<file path="config.mk">
export PLATFORM = sky130hd
export DESIGN_NAME = swm_div
export DESIGN_NICKNAME = d
export VERILOG_FILES = /design/src/swm_div.sv
export SDC_FILE = /design/constraint.sdc
export NUM_CORES = 1
export LEC_CHECK = 0
export ABC_AREA = 0
export BUFFER_PORTS_ARGS = -buffer_cell sky130_fd_sc_hd__buf_2
export CAP_MARGIN = 20
export CORE_AREA = 5 5 138 140
export CTS_CLUSTER_SIZE = 40
export DETAILED_ROUTE_END_ITERATION = 10
export DIE_AREA = 0 0 143 145
export GPL_TIMING_DRIVEN = 0
export PLACE_DENSITY = 0.47
export SYNTH_ARGS = -nofsm -noshare
export SYNTH_HDL_FRONTEND = slang
export SYNTH_SLANG_ARGS = --single-unit
</file>
<file path="constraint.sdc">
create_clock -name clk -period 2.21 [get_ports clk]
set_input_delay 0.221 -clock clk [delete_from_list [all_inputs] [get_ports clk]]
set_output_delay 0.221 -clock clk [all_outputs]
set_load 0.01 [all_outputs]
</file>
<file path="src/swm_div.sv">
// Radix-2 restoring divider: signed dividend over unsigned divisor, truncates toward zero.
`default_nettype none

module swm_div #(
  parameter int DIVIDEND_BITS = 33,
  parameter int DIVISOR_BITS  = 9
) (
  input  wire logic                            clk,
  input  wire logic                            rst,
  input  wire logic                            start,
  input  wire logic signed [DIVIDEND_BITS-1:0] dividend,
  input  wire logic        [DIVISOR_BITS-1:0]  divisor,
  output logic                                 done,
  output logic signed      [DIVIDEND_BITS-1:0] quotient
);

  localparam int CNT_BITS = $clog2(DIVIDEND_BITS + 1);

  logic [CNT_BITS-1:0]      count;
  logic [DIVIDEND_BITS-1:0] quo;
  logic [DIVISOR_BITS-1:0]  rem;
  logic [DIVISOR_BITS-1:0]  dvsr;
  logic                     neg;

  logic [DIVISOR_BITS:0]    rem_shift;
  logic                     fits;
  logic [DIVISOR_BITS:0]    rem_diff;

  always_comb begin
    rem_shift = {rem, quo[DIVIDEND_BITS-1]};
    fits      = rem_shift >= {1'b0, dvsr};
    rem_diff  = rem_shift - {1'b0, dvsr};
  end

  always_ff @(posedge clk) begin
    if (rst) begin
      count <= '0;
      done  <= 1'b0;
    end else begin
      done <= 1'b0;
      if (start) begin
        count <= CNT_BITS'(DIVIDEND_BITS);
      end else if (count != '0) begin
        count <= count - 1'b1;
        done  <= (count == CNT_BITS'(1));
      end
    end
  end

  // Datapath: magnitude in, one quotient bit per cycle.
  always_ff @(posedge clk) begin
    if (start) begin
      neg  <= dividend[DIVIDEND_BITS-1];
      quo  <= dividend[DIVIDEND_BITS-1] ? -dividend : dividend;
      rem  <= '0;
      dvsr <= divisor;
    end else if (count != '0) begin
      rem <= fits ? rem_diff[DIVISOR_BITS-1:0] : rem_shift[DIVISOR_BITS-1:0];
      quo <= {quo[DIVIDEND_BITS-2:0], fits};
    end
  end

  assign quotient = neg ? -signed'(quo) : signed'(quo);

endmodule

`default_nettype wire

</file>
======== Yosys cells after proc, flatten, opt, wreduce, memory -nomap -nowiden ========
Index checks and enable logic that the tools add are counted.
word-level totals
  output and inout bits ................... 34
  logic and storage cells ................. 25
  flip-flop bits (word level) ............. 59
  input bits .............................. 45
cells by class
  mux-type cells .......................... 7
  equality and inequality tests ........... 1
  bitwise logic cells ..................... 1
  magnitude comparators ................... 1
  add/subtract/negate cells ............... 4
  reductions and logical operators ........ 4
operator list
  kind                                                                 number
  33-bit two-way mux                                                   4
  33-bit negation                                                      2
  6-bit two-way mux                                                    2
  10-bit by 9-bit >= comparator with 1-bit output                      1
  9-bit two-way mux                                                    1
  9-bit subtractor                                                     1
  6-bit by 1-bit == test with 1-bit output (second input constant)     1
  6-bit nonzero test                                                   1
  6-bit by 1-bit subtractor with 6-bit output (second input constant)  1
  3-bit OR reduction                                                   1
  2-bit nonzero test                                                   1
  2-bit OR reduction                                                   1
  1-bit inverter                                                       1

======== Longest topological paths before layout ========
Gate-level depths: netlist (run 1).
  depth in word-level cells ............... 3
  mapped depth ............................ 10
  gate-level depth less buffers ........... 9

======== Worst setup path after synthesis (run 1) ========
OpenSTA, ideal clock, no wires.
  kind .................................... reg-to-reg
  start point ............................. register quo[32]
  end point ............................... register rem[4]
  required time ........................... 2072 ps
  cell stages (with the launch flop) ...... 11
  setup time .............................. 138 ps
  path slack .............................. -74 ps
  data arrival time ....................... 2147 ps
  buffers on the path ..................... 1
  clock period less this slack ............ 2284 ps
  cells stage by stage .................... edfxtp_1 inv_1 ha_1 inv_1 fa_1 a21oi_1 a211oi_1 nor3b_2 buf_4 mux2i_1 a211oi_1
between the ends
  word-level cells in the longest chain between the ends .. 2
  elaborated cells on any way between the ends .. 3
  classes of those cells .................. 1 x add/sub; 1 x order compare; 1 x mux
RTL lines
  what                                                                                        RTL line  source
  from (decl)                                                                                 20        logic [DIVIDEND_BITS-1:0] quo;
  from (signal assigned)                                                                      54        quo <= dividend[DIVIDEND_BITS-1] ? -dividend : dividend;
  from (signal assigned)                                                                      59        quo <= {quo[DIVIDEND_BITS-2:0], fits};
  9-bit subtractor / 10-bit by 9-bit >= comparator with 1-bit output (equally long branches)  32, 31
  9-bit two-way mux (*)                                                                       58        rem <= fits ? rem_diff[DIVISOR_BITS-1:0] : rem_shift[DIVISOR_BITS-1:0];
  to (signal assigned)                                                                        58
  to (decl)                                                                                   21        logic [DIVISOR_BITS-1:0] rem;
Mark *: on every way between the ends. The rest lies on a longest branch, timed or not.
A chain may end at the register's enable or synchronous reset.

======== Final worst setup path (run 1) ========
  start point ............................. register quo[20]
  end point ............................... output quotient[32]
between the ends
  word-level cells in the longest chain between the ends .. 2
RTL lines
  what                RTL line  source
  33-bit negation     63        assign quotient = neg ? -signed'(quo) : signed'(quo);
  33-bit two-way mux  63
  to (decl)           14        output logic signed [DIVIDEND_BITS-1:0] quotient
Every way passes these cells.

==> results of run 1 <==
per-layer routing:
metal	global-route usage, %	share of wire [%]	up-vias
li1	-	-	1967
met1	16.3	42	1924
met2	21.9	48	114
met3	4.64	7.2	22
met4	3.75	1.9	4
met5	0	0.19	-
final timing paths:
kind,start,endpoint,slack [ns],depth (start not counted)
setup / recovery,quo[20],quotient[32],-0.55,6
hold / removal,divisor[7],dvsr[7],0.06,1
hold reg to reg,count[3],count[3],0.50,2
setup reg to reg,quo[32],rem[4],-0.06,10
cells in the final DEF, fill, tap and decap left out, drive strengths merged, types with 11 or more instances in the layout:
cell type  instances
a21oi             34
buf              123
clkbuf            30
dfxtp             16
edfxtp            43
ha                14
inv               23
nand2             25
nor2              49
nor4              11
o21ai             19
o31ai             17
o41ai             16
or3               12
xnor2             41
xor2              23
power groups by stage:
stage	logic, uW	clock network [uW]	registers, uW
after global placement	1880	0	1780
after global routing	2630	1370	1780
after CTS	2180	1320	1760
after detailed placement	1920	0	1790
after floorplan	1360	0	1690
final	2380	1290	1750
cells by family (layout without fill, tap and decap cells):
family | after synthesis | in the layout | share of synthesized area [%]
AOI/OAI and AO/OA | 120 | 120 | 19.7
xor gates and xnor gates | 64 | 64 | 13.0
adders and majority gates | 15 | 15 | 4.53
DFF | 59 | 59 | 37.4
and+or+nand+nor | 143 | 143 | 18.1
buffers and inverters | 46 | 176 | 4.24
muxes | 12 | 12 | 2.96
flip-flops by register name (all words and copies together) (netlist names):
signal,flops
dvsr,9
count,6
neg,1
quo,33
rem,9
done,1
per-stage QoR:
stage	cell area, sq um	hold WS, ns	util [%]
3_5_place_dp	4990	0.399	28.2
6_report	5800	0.0620	32.8
4_1_cts	5550	0.0462	31.3
5_1_grt	5800	0.0461	32.8
3_3_place_gp	4990	0.400	28.2
2_1_floorplan	4320	0.290	-
what timing repair did:
action / 4_1_cts / 5_1_grt
setup buffers: 19 / 19
resized for setup: 37 / 29
hold buffers: 0 / 0
endpoints found under the setup margin: 69 / 43
pin swaps: 22 / 26
area by class of cell:
class,instances,area share (%)
buffer,22,1.72
clock buffer,16,4.51
inverter,23,1.49
multi-input combinational,354,47.5
sequential,59,27.8
tap,229,4.94
timing repair buffer,115,12.0
==> metrics.txt, run 1 <==
status finished with violations; violated checks setup timing; clock power share approximately a quarter; worst path cell trace or4_4 > nor4_4 > nand4_1 > o41ai_2 > xnor2_1 > buf_2; Final Net Count around 640; CTS buffer count 9; vias in the first global route 4117; layout cell share with drive strength beyond 1 32.8%; Worst path slowest cell or4_4; Syn-to-layout area delta 34.7%; 1st-pass router iterations 5; worst-margin pin slew between 0.7 and 0.8 ns; FILL cells about 1800; Seq/Total Area, Yosys 37.4%; clk slew on worst S/H paths about 0.06 ns; # IOs 79; top cell type's share of synthesized area between 20 and 30%; switching share of power between 30 and 40%; initial antenna violation count 2; Mapped Area between 4000 and 5000 sq um; Die Height around 150 um; pin count of the biggest net entering global routing 34; Crit. End Element primary output; CTS root buffer clkbuf_16; combinational power share a little over two fifths; # DRC 0; slew margin rel. 51.1%; Max H-tree Level 3; Worst Path Class, Setup reg -> out; dominant synthesized flop cell edfxtp_1; crit start category flop; Worst Path Max Fanout 4; Fmax approximately 0.36 GHz; top-count cell post-synth nor2_1; total power ~5400 uW; average via count per standard cell between 4 and 5; HPWL after DPL 10200 um; peak supply drop ~0.46 mV; Synth cell types 64; clock skew approximately 0.007 ns; top cells by area, synth edfxtp_1 (30%), xnor2_1 (8.3%), dfxtp_1 (7.4%); DR iter-0 viols 266; Worst path max stage delay about 0.57 ns; post-route ant nets 0; # port buffers 78; setup TNS -8.67 ns; gr usage total about an eighth; Post-synth EDFFs between 40 and 50; routability cong. 0.844; leak pwr 0.00227 uW; Final setup violation count 31; antenna cells 0; die area slightly above 20000 sq um; drt total wl between 10000 and 15000 um; FP Rows 49; Die W 143 um; final hold viol count 0; non-filler cells, final approximately 800; register area 1610 sq um; final critical-path share of the clock period 125%; Mapped Nets 519; Placed Cells about 770; internal power 3390 uW; top cells by count, synth nor2_1 (48), edfxtp_1 (43), xnor2_1 (41), a21oi_1 (34), nand2_1 (24); via count just over 4000; WP data arrival around 2.5 ns; number of max-cap violations 0; Slew Viols, Final 0; CTS Sinks around 60; Seq pwr share 32.3%; Setup Slack @ Placement -0.421 ns; CTS Buffer Depth 2; Initial Util between 20% and 30%; Worst Path Buf+Inv 1; Hold Crit Class in -> reg; post-route minimum period between 2 and 3 ns; worst path required time slightly below 2 ns; critical path's top delay family simple AND/OR/NAND/NOR gates; RSZ-0062 raised after global routing true; Avg Inst Size Synth roughly 9.4 sq um; WL/cell 17.3 um; cell taking the most area after synthesis edfxtp_1; first-pass GRT wire length between 20000 and 25000 um; setup ws final -0.550 ns; synthesized flop and latch total a little under 60; Async SR Flop Fraction 0%; gr ovfl total 0; Synth Warn # 0; net switching power between 2000 and 2500 uW; footprint of the multi-input gates about 2800 sq um; CTS tree yes; gate count after technology mapping roughly 460; Clock Latency Late Sink approximately 0.33 ns; core box area about 18000 sq um; PwrDens just over 900 nW/um^2
Power figures use the tool's default switching activity.
==> run 2: changes to the inputs <==
--- a/config.mk
+++ b/config.mk
@@ -8,12 +8,14 @@
 export ABC_AREA = 0
 export BUFFER_PORTS_ARGS = -buffer_cell sky130_fd_sc_hd__buf_2
 export CAP_MARGIN = 20
+export CELL_PAD_IN_SITES_DETAIL_PLACEMENT = 0
+export CELL_PAD_IN_SITES_GLOBAL_PLACEMENT = 1
 export CORE_AREA = 5 5 138 140
 export CTS_CLUSTER_SIZE = 40
 export DETAILED_ROUTE_END_ITERATION = 10
 export DIE_AREA = 0 0 143 145
 export GPL_TIMING_DRIVEN = 0
-export PLACE_DENSITY = 0.47
+export PLACE_DENSITY = 0.57
 export SYNTH_ARGS = -nofsm -noshare
 export SYNTH_HDL_FRONTEND = slang
 export SYNTH_SLANG_ARGS = --single-unit
==> run 2 against run 1 <==
  * The run still ends with setup timing left
  * Critical path depth rose by 2
  * Hold slack improved by 0.0012 ns
  * Combinational power rose by 3%
  * First-iteration DRC count fell by 15%
  * Die area did not move
  * Design area rose by 0.37%
  * Clock skew barely moved
  * Critical endpoint is now quotient[24]
==> metrics.txt, run 2 (synthesis gave the netlist of run 1 again) <==
status finished with violations; violated checks setup timing; die area around 21000 sq um; WP depth 8; final hold viol count 0; slew margin rel. between 40% and 50%; CTS tree yes; layout cell share with drive strength beyond 1 around 34%; gr ovfl total 0; initial antenna violation count 0; CTS root buffer clkbuf_16; Fmax 0.364 GHz; FP Rows 49; Max H-tree Level 3; number of max-cap violations 0; worst-margin pin slew ~0.77 ns; setup TNS -9.29 ns; vias in the first global route 4090; # port buffers 78; first-pass GRT wire length around 22000 um; worst path required time 1.99 ns; Post-DP Area between 4000 and 5000 sq um; HPWL after DPL between 10000 and 15000 um; via count 4047; drt total wl ~14000 um; core box area ~18000 sq um; post-route ant nets 0; CTS Buffer Depth 2; # IOs slightly below 80; clk slew on worst S/H paths around 0.050 ns; Hold Path Cell Cnt 1; Die W between 100 and 150 um; fin util between 30 and 40%; R2R depth 11; Worst Path Class, Setup reg -> out; Final Net Count ~650; Largest regs quo: 33 flops, dvsr: 9 flops, rem: 9 flops; Die Height 145 um; final critical-path share of the clock period 124%; Initial Util about 24%; Most flops, register quo; Slew Viols, Final 0; Worst Path Buf+Inv 3; Final setup violation count 31; Worst path max stage delay 0.57 ns; leak pwr 0.00229 uW; Crit. End Element primary output; crit start category flop; Clock Latency Late Sink about 0.33 ns; post-route minimum period roughly 2.7 ns; # DRC 0; gr usage total 13.5%; worst path cell trace or4_4 > nor4_4 > buf_4 > buf_6 > nand4_1 > o31ai_2 > xnor2_1 > buf_2; hold buffers post-CTS 0; 1st-pass router iterations 4; Hold Crit Class in -> reg; WP data arrival 2.53 ns; WL/cell 17.4 um; number of flip-flops under the largest register name 33; peak supply drop ~0.53 mV; Worst Path Max Fanout 4; antenna cells 0; CTS buffer count 9; Design Area, Final ~5800 sq um; RSZ-0062 raised after global routing true; DR iter-0 viols roughly 230; Worst path slowest cell or4_4; PwrDens roughly 930 nW/um^2; CTS Sinks 59; commonest non-fill, non-tap cell in the layout buf_2; Syn-to-layout area delta 35.2%; most frequent cells in the layout buf_2 (79), nor2_1 (48), edfxtp_1 (43), xnor2_1 (40), buf_4 (38); setup ws final -0.538 ns; routability cong. just over 0.8; average via count per standard cell 4.93; clock skew 0.00738 ns; pin count of the biggest net entering global routing 34; critical path's top delay family simple AND/OR/NAND/NOR gates
## run 2: cell types whose count changed in the layout (fill, tap and decap cells not counted), moves of 2 or more
cell / previous run / this run
buf_6: 9 / 5
clkbuf_1: 16 / 12
buf_4: 30 / 38
clkinv_1: 0 / 2
o31ai_2: 2 / 4
o21ai_2: 7 / 9
o31ai_1: 15 / 12
clkinv_2: 0 / 2
o41ai_4: 1 / 3
## run 2: final timing paths
| path | startpoint | slack, ns | end |
|---|---|---|---|
| worst max-delay path | quo[7] | -0.54 | quotient[24] |
| worst min-delay path | divisor[7] | 0.06 | dvsr[7] |
| worst max register to register | quo[32] | -0.11 | rem[4] |
| worst min register to register | count[3] | 0.51 | count[3] |
## run 2: where the power goes
group	switching, uW	total (uW)	internal, uW	leakage [uW]
Clock	492	1240	747	0.000125
Sequential	260	1740	1480	0.000565
Combinational	1290	2440	1150	0.00160
Total	2040	5410	3370	0.00229
## run 2: layer usage
metal  up-vias  global-route usage (%)  routed length (um)
met5         -                       0                   0
met3         6                    3.49                 696
li1       1976                       -                   -
met4         0                    2.14                  72
met2        91                    23.6                7310
met1      1974                    16.9                6210
## run 2: cell type report
cell class	instances	area [sq um]
clock inverter	4	17.5
buffer	21	96.3
multi-input combinational	354	2780
timing repair buffer	119	713
clock buffer	12	236
inverter	23	86.3
sequential	59	1610
tap	229	287
fill	1872	11900
## run 2: per-stage QoR
| step | hold WS [ns] | worst slack, ns | total power, uW | cells |
|---|---|---|---|---|
| 2_1_floorplan | 0.290 | 0.0284 | 3050 | 459 |
| 3_3_place_gp | 0.397 | -0.425 | 3670 | 766 |
| 3_5_place_dp | 0.399 | -0.474 | 3710 | 766 |
| 4_1_cts | 0.0473 | -0.660 | 5290 | 803 |
| 5_1_grt | 0.0469 | -0.662 | 5770 | 821 |
| 6_report | 0.0632 | -0.538 | 5410 | 821 |
## run 2: timing repair
item                                   in CTS  in global routing
resized for setup                          46                 21
endpoints found under the hold margin       0                  0
pin swaps                                  19                 19
gates cloned                                1                  0
setup endpoints to repair                  70                 57
setup buffers                              21                 19
